==> src/sv/per_key_fixed_window_rate_limiter_top_defines.svh <==
`ifndef PER_KEY_FIXED_WINDOW_RATE_LIMITER_TOP_DEFINES_SVH
`define PER_KEY_FIXED_WINDOW_RATE_LIMITER_TOP_DEFINES_SVH

// Check that a property holds on every rising clock edge outside reset
`define RLIM_ASSERT(lbl, prop, msg) \
    lbl: assert property (@(posedge i_clk) disable iff (!i_rst_n) prop) else $error(msg);

// Check that a condition is followed by a consequence on the next edge
`define RLIM_ASSERT_NEXT(lbl, cond, cons, msg) \
    lbl: assert property (@(posedge i_clk) disable iff (!i_rst_n) (cond) |=> (cons)) \
        else $error(msg);

`endif

==> src/sv/rlim_ram.sv <==
`timescale 1ns / 1ps
module rlim_ram #(
    parameter int WIDTH = 8,
    parameter int DEPTH = 16
) (
    input  logic                     i_clk,
    input  logic                     i_we,
    input  logic [$clog2(DEPTH)-1:0] i_addr,
    input  logic [WIDTH-1:0]         i_wdata,
    output logic [WIDTH-1:0]         o_rdata
);

    logic [WIDTH-1:0] r_mem [DEPTH];
    logic [WIDTH-1:0] r_rdata;

    // Single port, registered read
    always_ff @(posedge i_clk) begin
        if (i_we) begin
            r_mem[i_addr] <= i_wdata;
        end
        r_rdata <= r_mem[i_addr];
    end

    assign o_rdata = r_rdata;

endmodule

==> config.mk <==
export PLATFORM = sky130hd
export DESIGN_NAME = rlim_ram
export DESIGN_NICKNAME = d
export VERILOG_FILES = /design/src/sv/per_key_fixed_window_rate_limiter_top_defines.svh /design/src/sv/rlim_ram.sv
export SDC_FILE = /design/constraint.sdc
export NUM_CORES = 1
export LEC_CHECK = 0
export BUFFER_PORTS_ARGS = -buffer_cell sky130_fd_sc_hd__clkbuf_2
export CORE_UTILIZATION = 55
export CTS_BUF_LIST = sky130_fd_sc_hd__clkbuf_16
export DETAILED_ROUTE_END_ITERATION = 6
export PLACE_DENSITY = 0.68
export SYNTH_ARGS = -nofsm -noshare
export SYNTH_HDL_FRONTEND = slang
export SYNTH_SLANG_ARGS = --single-unit
export TNS_END_PERCENT = 5
==> constraint.sdc <==
create_clock -name i_clk -period 2.3 [get_ports i_clk]
set_input_delay 0.46 -clock i_clk [delete_from_list [all_inputs] [get_ports i_clk]]
set_output_delay 0.46 -clock i_clk [all_outputs]
set_load 0.01 [all_outputs]
==> After elaboration in Yosys (flattened, before gate mapping) <==
Memory sizes are Yosys's and may differ from the RTL's. A register that Yosys moved wholly into a read port is not among the register bits.
Index checks and enable logic that the tools add are counted.
{ "classes": {"mux": 2} }
{ "op_table": {"columns": ["cell", "n"], "rows": [
  ["$mux 1", 2]
]} }
{ "totals": {"output_inout_bits": 8, "word_cells": 3, "in_bits": 14, "mem_count": 1, "ram_bits": 128, "ff_bits": 0} }
{ "mem_list": {"columns": ["memory", "depth", "width", "read_ports", "rd_ports_with_merged_regs", "wr", "line_no", "source"], "rows": [
  ["r_mem", 16, 8, 1, 1, 1, "rlim_ram.sv:13", "logic [WIDTH-1:0] r_mem [DEPTH];"]
]} }

==> Logic depth before layout (Yosys ltp) <==
{ "depth": {"depth_word": 2, "ltp_mapped": 5, "depth_no_buf": 3} }

==> Worst setup path after synthesis <==
No wires, ideal clock.
{ "synth_path": {"path_type": "in2reg", "start": "input i_addr[2]", "end": "memory r_mem[0][0], enable pin", "path_stages": 2, "required_ns": 1.917, "slack_ns": 0.347, "path_buffers": 0, "t_arrival_ns": 1.570, "setup_ns": 0.383, "cell_sequence": "or3b_2 nor3_1"} }
{ "synth_rtl": {"columns": ["element", "line_no", "source"], "rows": [
  ["start, declared", "rlim_ram.sv:8", "input logic [$clog2(DEPTH)-1:0] i_addr,"],
  ["end, declared", "rlim_ram.sv:13", null]
]} }
Straight into the memory's write port.

==> results.py <==
metrics = {
    "status": {
        "status": "finished, violations left",
        "failed_checks": "design-rule violations",
    },
    "sta": {
        "hold_viol": 0,
        "fin_skew_ns": 0.00627,
        "report.final.slew_viol_count": 0,
        "relSlewSlack": 0.745,
        "tns_ns": 0,
        "fin_ws_ns": 0.639,
        "finalSetupViolations": 0,
        "min_period_over_period": 0.722,
        "max_slew.worst_pin.slew_ns": 0.383,
        "fmax_mhz": 602,
        "fin_crit_ns": 1.66,
        "rsz0062_at_grt": "no",
    },
    "logic_synthesis": {
        "synth-seq-cells": 136,
        "synthCells": 230,
        "yosys.area.top_type_share": 0.759,
        "yosysSeqAreaShare": 0.790,
        "synth_cell_type_count": 18,
        "ys_warn_count": 0,
        "syn_avg_cell_area_um2": 22.0,
        "synth_nets": 244,
        "synth_top_area_cell": "edfxtp_1",
        "syn_area_um2": 5070,
        "ys_top_cells_by_area": "edfxtp_1, mux4_2, dfxtp_1, a22oi_1, nor2_1",
    },
    "min_path": {
        "hold_start": "i_wdata[7]",
        "holdPathEnd": "r_mem[13][7]$_DFFE_PP_",
        "hold_depth": 1,
        "hold_path_class": "in2reg",
    },
    "clocking": {
        "cts_max_path_buffers": 2,
        "post-cts-setup-buffers": 0,
        "cts_num_sinks": 136,
        "clkTransAtPathRegs_ns": 0.06,
        "cts_made_buffers": 17,
        "ctsRootBufferMaster": "clkbuf_16",
        "cts_max_level": 4,
        "clkLatencyLatePin_ns": 0.41,
        "cts_tree": "built",
        "cts_resized": 0,
        "postCtsHoldBufs": 0,
    },
    "floorplanning": {
        "ios": 22,
        "die_area_um2": 9600,
        "die_y_um": 98.0,
        "row_count": 34,
        "start_util": 0.575,
        "coreArea_um2": 8810,
        "die_w_um": 98.0,
    },
    "final_layout": {
        "syn2layout_area_growth_pct": 20.0,
        "layout.cells.non_filler": 404,
        "nets": 297,
        "final_cell_mix": "edfxtp_1, mux4_2, buf_4",
        "seqCellArea_um2": 4000,
        "layout_commonest_cell": "edfxtp_1",
        "drive_above_1_share": 0.368,
        "antenna_cells": 0,
        "fillers": 538,
        "multi_input_area_um2": 1000,
        "utilization": 0.690,
    },
    "global_route": {
        "track_usage": 0.213,
        "grt_pass1_vias": 2497,
        "antenna_found_initial": 0,
        "grt_pass1_wl_mm": 14.1,
        "overflow": 0,
        "grt_max_degree": 40,
    },
    "critical_path": {
        "crit_type": "in2reg",
        "setup.reg_to_reg.worst_slack_ns": 0.91,
        "cpMaxStageDelayCell": "mux4_2",
        "arrival_ns": 1.95,
        "cp-start-kind": "primary input",
        "max_stage_delay_ns": 0.49,
        "path_delay_family": "buffers and inverters",
        "rr_startpoint": "r_mem[3][1]$_DFFE_PP_",
        "path_cells": "clkbuf_2 -> buf_12 -> buf_4 -> mux4_2 -> a22oi_1 -> nand2_1",
        "cp_data_required_time_ns": 2.59,
        "reg2reg_depth": 3,
        "critPathMaxFanout": 20,
        "timing.rr.end": "o_rdata[1]$_DFF_P_",
        "cp-end-kind": "flop",
        "critPathBufInv": 3,
    },
    "power": {
        "power.density_nw_per_um2": 967,
        "ir_worst_vdd_mv": 0.678,
        "power_uw": 5880,
        "p_leak_uw": 0.00206,
    },
    "placed_design": {
        "dp_hpwl_mm": 5.60,
        "dp_cells": 372,
        "portBuffers": 21,
        "dp_slack_ns": 0.215,
        "gp_congestion": 0.728,
    },
    "detailed_routing": {
        "drt_iter0_drc": 242,
        "wl_per_cell_um": 22.7,
        "vias_per_cell": 6.05,
        "ant_nets": 0,
        "num_vias": 2446,
        "remaining_drc_errors": 3,
        "drt-total-wl_mm": 9.16,
        "firstDrtPassIters": 7,
    },
    "job": {
        "cap_viol_max_count": 0,
    },
}
==> cells in the mapped netlist <==
library cell and number:
a22oi_1 16, and2_1 1, buf_1 4, buf_2 2, buf_6 2, clkbuf_1 2, clkbuf_2 1, dfxtp_1 8
edfxtp_1 128, mux4_2 32, nand2_1 9, nand2b_1 2, nand3_1 1, nand3b_1 2, nor2_1 13, nor2b_1 2
nor3_1 4, or3b_2 1
==> kinds of logic (layout without fill, tap and decap cells) <==
kind of cell | after synthesis | after routing | share of synthesized area
AO/OA/AOI/OAI | 16 | 16 | 0.0237
multiplexers | 32 | 32 | 0.142
flip-flops | 136 | 136 | 0.790
buffers and inverters | 11 | 77 | 0.0119
AND/OR/NAND/NOR | 35 | 35 | 0.0321
==> sequential cells by signal, summed over array words and instances (netlist names) <==
signal,cells
r_mem,128
o_rdata,8
==> metal layers <==
layer  routed length (um)  track usage  vias to the layer above
met5                    0            0                        -
met2                 4380        0.320                      109
met3                  678       0.0558                       19
li1                     -            -                     1068
met4                  175        0.103                        0
met1                 3920        0.295                     1250
==> power by group <==
part	switching, uW	internal, uW	total (uW)
sequential	16.2	2770	2790
clock	1010	1820	2830
combinational	148	116	264
==> layout make-up <==
class,count,area share
clock buffers,17,0.0700
clock inverters,15,0.0331
multi-input cells,83,0.165
flip-flops and latches,136,0.659
well taps,108,0.0222
repair buffers,45,0.0510
==> how the worst max path moves through the flow <==
| stage | slack (ns) | depth (start not counted) | startpoint | to |
|---|---|---|---|---|
| after floorplan | 0.35 | 2 | i_addr[2] | r_mem[0][0]$_DFFE_PP_ |
| after detailed placement | 0.22 | 6 | i_addr[0] | o_rdata[5]$_DFF_P_ |
| final | 0.64 | 6 | i_addr[0] | o_rdata[5]$_DFF_P_ |
| after global routing | 0.54 | 6 | i_addr[0] | o_rdata[5]$_DFF_P_ |
| after CTS | 0.64 | 6 | i_addr[0] | o_rdata[5]$_DFF_P_ |
| after global placement | 0.22 | 6 | i_addr[0] | o_rdata[5]$_DFF_P_ |
==> metrics by stage <==
stage	area (um^2)	hold WS (ns)
2_1_floorplan	5070	0.559
3_3_place_gp	5450	0.655
3_5_place_dp	5450	0.657
4_1_cts	6080	0.484
5_1_grt	6080	0.496
6_report	6080	0.483
Power figures use the tool's default switching activity.
