`src/sv/per_key_fixed_window_rate_limiter_top_defines.svh`:
```
`ifndef PER_KEY_FIXED_WINDOW_RATE_LIMITER_TOP_DEFINES_SVH
`define PER_KEY_FIXED_WINDOW_RATE_LIMITER_TOP_DEFINES_SVH

// Check that a property holds on every rising clock edge outside reset
`define RLIM_ASSERT(lbl, prop, msg) \
    lbl: assert property (@(posedge i_clk) disable iff (!i_rst_n) prop) else $error(msg);

// Check that a condition is followed by a consequence on the next edge
`define RLIM_ASSERT_NEXT(lbl, cond, cons, msg) \
    lbl: assert property (@(posedge i_clk) disable iff (!i_rst_n) (cond) |=> (cons)) \
        else $error(msg);

`endif

```
`src/sv/rlim_pkg.sv`:
```
`timescale 1ns / 1ps
package rlim_pkg;

    localparam int TABLE_DEPTH = 256;
    localparam int SLOT_W      = $clog2(TABLE_DEPTH);
    localparam int PROBE_W     = SLOT_W + 1;
    localparam int HASH_W      = 16;
    localparam logic [HASH_W-1:0] HASH_SEED = HASH_W'(5381);
    localparam logic [8:0] CLEARED_MAX = 9'd511;

    // Command codes
    localparam logic [1:0] CMD_CHECK  = 2'd0;
    localparam logic [1:0] CMD_CLEAN  = 2'd1;
    localparam logic [1:0] CMD_CLEAR  = 2'd2;
    localparam logic [1:0] CMD_UNUSED = 2'd3;

    // Register indexes
    localparam logic CFG_RATE_LIMIT = 1'b0;
    localparam logic CFG_IDLE_SECS  = 1'b1;

    typedef struct packed {
        logic [63:0] key_high;
        logic [63:0] key_low;
        logic [15:0] count;
        logic [31:0] win_sec;
    } t_slot;

    localparam int SLOT_BITS = $bits(t_slot);

    // Fold eight bytes of a word into the low bits of a DJB2 hash, top byte first
    function automatic logic [HASH_W-1:0] mix_word(input logic [HASH_W-1:0] h_in,
                                                   input logic [63:0] w);
        logic [HASH_W-1:0] h;
        h = h_in;
        for (int b = 7; b >= 0; b--) begin
            h = (h << 5) + h + HASH_W'(w[b*8 +: 8]);
        end
        return h;
    endfunction

endpackage

```
`src/sv/rlim_hash.sv`:
```
`timescale 1ns / 1ps
module rlim_hash (
    input  logic                       i_clk,
    input  logic                       i_rst_n,
    input  logic                       i_start,
    input  logic [63:0]                i_key_high,
    input  logic [63:0]                i_key_low,
    output logic                       o_done,
    output logic [rlim_pkg::SLOT_W-1:0] o_slot
);

    logic                        r_busy;
    logic                        r_done;
    logic [rlim_pkg::HASH_W-1:0] r_h;
    logic [63:0]                 r_low;

    // Mix the upper word, then the lower word on the next cycle
    always_ff @(posedge i_clk) begin
        if (!i_rst_n) begin
            r_busy <= 1'b0;
            r_done <= 1'b0;
        end else begin
            r_done <= r_busy;
            if (i_start) begin
                r_busy <= 1'b1;
            end else if (r_busy) begin
                r_busy <= 1'b0;
            end
        end
        if (i_start) begin
            r_h   <= rlim_pkg::mix_word(rlim_pkg::HASH_SEED, i_key_high);
            r_low <= i_key_low;
        end else if (r_busy) begin
            r_h <= rlim_pkg::mix_word(r_h, r_low);
        end
    end

    // Table depth is a power of two: modulo is the low bits
    assign o_done = r_done;
    assign o_slot = r_h[rlim_pkg::SLOT_W-1:0];

endmodule

```
`config.mk`:
```
export PLATFORM = sky130hd
export DESIGN_NAME = rlim_hash
export DESIGN_NICKNAME = d
export VERILOG_FILES = /design/src/sv/per_key_fixed_window_rate_limiter_top_defines.svh /design/src/sv/rlim_pkg.sv /design/src/sv/rlim_hash.sv
export SDC_FILE = /design/constraint.sdc
export NUM_CORES = 1
export LEC_CHECK = 0
export BUFFER_PORTS_ARGS = -buffer_cell sky130_fd_sc_hd__clkbuf_2
export CORE_MARGIN = 2
export CORE_UTILIZATION = 45
export DETAILED_ROUTE_END_ITERATION = 8
export HOLD_SLACK_MARGIN = 0.15
export PLACE_DENSITY = 0.67
export REMOVE_ABC_BUFFERS = 1
export SYNTH_ARGS = -nofsm -noshare
export SYNTH_HDL_FRONTEND = slang
export SYNTH_SLANG_ARGS = --single-unit
export TNS_END_PERCENT = 1
```
`constraint.sdc`:
```
create_clock -name i_clk -period 11.8 [get_ports i_clk]
set_input_delay 0.59 -clock i_clk [delete_from_list [all_inputs] [get_ports i_clk]]
set_output_delay 0.59 -clock i_clk [all_outputs]
set_load 0.05 [all_outputs]
```
* Word level (Yosys, flattened, before mapping)
Cells that the tools add are included.
** Storage, ports and cells
- Word-level logic and storage cells :: 39
- Output and inout bits :: 9
- Register bits after elaboration :: 82
- Bits of input ports :: 131
** Operators by class
- Mux-type cells :: 3
- $add $sub $neg :: 31
- Reduce and logical (&&, ||, !) cells :: 1
** Operators with widths (count)
- 16-bit adder :: 15
- 16-bit by 8-bit adder with 16-bit output :: 15
- 16-bit 2-to-1 mux :: 2
- 16-bit by 8-bit adder with 16-bit output (first input constant) :: 1
- 2-bit nonzero test :: 1
- 1-bit 2-to-1 mux :: 1

* Logic depth before layout (Yosys ltp)
- Word-level depth :: 18
- Gate-level depth with buffers :: 40
- Gate-level depth less buffers :: 40

* Least setup slack after synthesis
OpenSTA, ideal clock, no wires.
- Path kind :: reg2reg
- From :: register r_h[1] (netlist bit)
- To :: register r_h[7] (netlist bit), data pin
- Buffers on the path :: 0
- Cell stages (with the launch flop) :: 40
- Setup slack :: 1656 ps
- Arrival time :: 9877 ps
- Data required time :: 11533 ps
- Cells stage by stage :: edfxtp_1 ha_1 ha_1 fa_1 a21o_1 a21oi_1 xnor2_1 fa_1 ha_1 a21oi_1 xor2_1 fa_1 inv_1 ha_1 xor2_1 fa_1 inv_1 ha_1 [... 4 more ...] xor2_1 fa_1 inv_1 ha_1 xor2_1 fa_1 inv_1 ha_1 xor2_1 fa_1 inv_1 ha_1 a21oi_1 o21ai_0 xor2_1 xnor3_1 xnor2_1 mux2i_1
** Between the ends
- Word-level cells in the longest chain between the ends :: 18
** RTL lines
- from (decl) :: line rlim_hash.sv:14 : logic [rlim_pkg::HASH_W-1:0] r_h;
- from (signal assigned) :: line rlim_hash.sv:31 : r_h <= rlim_pkg::mix_word(rlim_pkg::HASH_SEED, i_key_high);
- from (signal assigned) :: line rlim_hash.sv:34 : r_h <= rlim_pkg::mix_word(r_h, r_low);
- 16-bit adder :: line rlim_pkg.sv:36 : h = (h << 5) + h + HASH_W'(w[b*8 +: 8]);
- 16-bit by 8-bit adder with 16-bit output :: line rlim_pkg.sv:36
- 16-bit adder :: line rlim_pkg.sv:36
- 16-bit by 8-bit adder with 16-bit output :: line rlim_pkg.sv:36
- 16-bit adder :: line rlim_pkg.sv:36
- 16-bit by 8-bit adder with 16-bit output :: line rlim_pkg.sv:36
- 16-bit adder :: line rlim_pkg.sv:36
- 16-bit by 8-bit adder with 16-bit output :: line rlim_pkg.sv:36
- [... 2 more ...]
- 16-bit adder :: line rlim_pkg.sv:36
- 16-bit by 8-bit adder with 16-bit output :: line rlim_pkg.sv:36
- 16-bit adder :: line rlim_pkg.sv:36
- 16-bit by 8-bit adder with 16-bit output :: line rlim_pkg.sv:36
- 16-bit adder :: line rlim_pkg.sv:36
- 16-bit by 8-bit adder with 16-bit output :: line rlim_pkg.sv:36
- 16-bit 2-to-1 mux :: line rlim_hash.sv:33 : end else if (r_busy) begin
- 16-bit 2-to-1 mux :: line rlim_hash.sv:30 : if (i_start) begin
No other way between the ends. The select of a mux whose other input is x is not followed.
A chain may end at the register's enable or synchronous reset.

* Final worst setup path
Ends and elaborated chain as after synthesis.

==> metrics.md <==
| Metric | Value |
|---|---|
| Status | `finished, final reports clean` |
| Initial antenna violation count | `0` |
| Cells after Synth | `655` |
| Sequential share of the synthesized area | `0.291` |
| Die height | `about 130 um` |
| Row count | `47` |
| Largest cells by area after synthesis | `edfxtp_1, ha_1, fa_1, xnor2_1, a21oi_1` |
| # fillers | `~1500` |
| Final critical-path required period | `10.42 ns` |
| Sequential Area | `2200 um2` |
| Final Hold Vio Count | `0` |
| Setup TNS | `0 ns` |
| Max frequency | `~0.096 GHz` |
| Drt first pass iters | `4` |
| YS warnings | `0` |
| Count of cell types in the netlist | `25` |
| Total GRT Usage | `0.173` |
| Worst-path clk slew | `0.06 ns` |
| Core ar. | `16500 um2` |
| Vias | `slightly below 5000` |
| RSZ-0062 raised after global routing | `false` |
| Asr flop ratio synth | `0` |
| TritonCTS clock tree | `done` |
| # clock sinks | `74` |
| Highest metal used | `met4` |
| Antenna Violating Nets Remaining | `0` |
| Total CTS buffers | `9` |
| CTS Hold Bufs | `0` |
| M1 WL | `approximately 6.9 mm` |
| Worst EP required | `around 12 ns` |
| Clk buf depth | `2` |
| Commonest non-fill, non-tap cell in the layout | `ha_1` |
| Final core utilization | `0.537` |
| Vias per Instance | `~4.8` |
| Initial Utilization | `0.457` |
| Final Max Slew Viols | `0` |
| Ys flop type | `edfxtp_1` |
| GPL Wtd Cong | `about 0.80` |
| Most frequent cells in the layout | `ha_1, clkbuf_2, xnor2_1` |
| # IOs | `140` |
| Yosys top cell by area | `edfxtp_1` |
| Largest net degree at the start of global routing | `79` |
| Die W | `134 um` |
| Total global routing overflow | `0` |
| Mapped cell area | `around 7600 um2` |
| Max stage delay cell, worst path | `fa_1` |
| DP HPWL | `~13 mm` |
| 1st-iter DRT viols | `~170` |
| Final WL | `between 10 and 15 mm` |
| Post-synth top area share | `0.286` |
| CP Max Fanout | `3` |
| N_diodes | `0` |
| Fin area | `approximately 9000 um2` |
| Routed len/inst | `approximately 14 um` |
| Area of the multi-input gates | `5040 um2` |
| Hold WC Path Type | `in -> reg` |
| Critical Path AT | `10.48 ns` |
| Max-cap violations | `0` |
| PortBufs | `between 100 and 150` |
| Post-synth EDFFs | `just over 70` |
| First-pass GRT wire length | `between 20 and 25 mm` |
| Root buf cell | `clkbuf_16` |
| Normalized max-slew margin | `0.388` |
| Wire length on met2 | `about 6.8 mm` |
| Critical path type | `reg -> reg` |
| Die area | `about 18000 um2` |
| Resized Gates After CTS | `0` |
| Critical Path Most Common Cell | `ha_1` |
| Vias in the first global route | `5198` |
| Final period utilization | `0.883` |
| #FFs+latches synth | `74` |
| # setup viols final | `0` |
| Worst setup EP type | `flip-flop` |
| Worst skew pair latency | `around 0.33 ns` |
| Final WS setup | `roughly 1.4 ns` |
| Met3 wire length | `~610 um` |
| Area grow syn2layout | `17.3%` |
| Crit-path max cell delay | `approximately 0.52 ns` |
| Nets | `roughly 1100` |
| Share of cells above drive strength 1 | `0.198` |
| Worst-margin pin slew | `roughly 0.92 ns` |
| Place WS | `1.39 ns` |
| Critical Path Source Type | `flip-flop` |
| DRC Markers | `0` |
| Post-CTS setup buffer count | `0` |
| # H-tree levels | `3` |
| Syn Area/Cell | `roughly 12 um2` |
| Post-DP Area | `roughly 8500 um2` |
| Max Clock Skew | `approximately 0.004 ns` |
## worst paths after layout
check	end	depth (start not counted)	startpoint	slack (ns)
worst max register to register	r_h[7]	39	r_h[1]	1.38
worst min-delay path	r_low[10]	1	i_key_low[10]	0.43
worst min register to register	o_done	1	r_busy	0.48
worst max-delay path	r_h[7]	39	r_h[1]	1.38
## cells by family (layout without fill, tap and decap cells)
kind of cell | after synthesis | count (layout) | synth area share
xor+xnor | 118 | 118 | 0.148
buf+inv | 83 | 238 | 0.0412
flops | 74 | 74 | 0.291
mux | 4 | 4 | 0.00579
fa+ha+maj | 211 | 211 | 0.394
compound gates | 122 | 122 | 0.0947
simple gates | 43 | 43 | 0.0250
## area by class of cell
cell class | count | area share
Clock buffer | 10 | 0.0270
Inverter | 82 | 0.0347
Multi-Input combinational cell | 498 | 0.569
Clock inverter | 6 | 0.0107
Timing Repair Buffer | 140 | 0.0793
Tap cell | 220 | 0.0310
Sequential cell | 74 | 0.248
## synth_stat cells, types with 10 or more instances
cell      instances
ha_1            166
xnor2_1          83
inv_1            82
edfxtp_1         72
a21oi_1          62
fa_1             45
xor2_1           29
nor2_1           21
a21o_1           20
o21bai_1         20
o21ai_0          17
nand2_1          10
## worst max-delay path, delay by kind of cell, from the launching register on
| kind | cells | cell delay, ns |
|---|---|---|
| DFF | 1 | 0.47 |
| AOI/OAI and AO/OA | 5 | 0.86 |
| muxes | 1 | 0.09 |
| xor gates and xnor gates | 10 | 1.83 |
| buffers and inverters | 6 | 0.24 |
| adders and majority gates | 17 | 6.66 |
## registers in the layout (all words and copies together), names as in the netlist
signal,flops
r_busy,1
r_low,64
r_h,8
o_done,1
## stage by stage
stage	hold slack (ns)	instances
floorplan	0.421	654
global placement	0.472	1014
detailed placement	0.479	1014
CTS	0.411	1030
global route	0.415	1030
finish	0.427	1030
## metal layers
layer | up-vias | global-route usage
li1 | 2585 | -
met1 | 2252 | 0.235
met2 | 91 | 0.289
met3 | 15 | 0.0358
met4 | 0 | 0.0378
met5 | - | 0
Power is not shown: default switching activity piles up to over one toggle a cycle in this logic, so the estimate is an artifact.
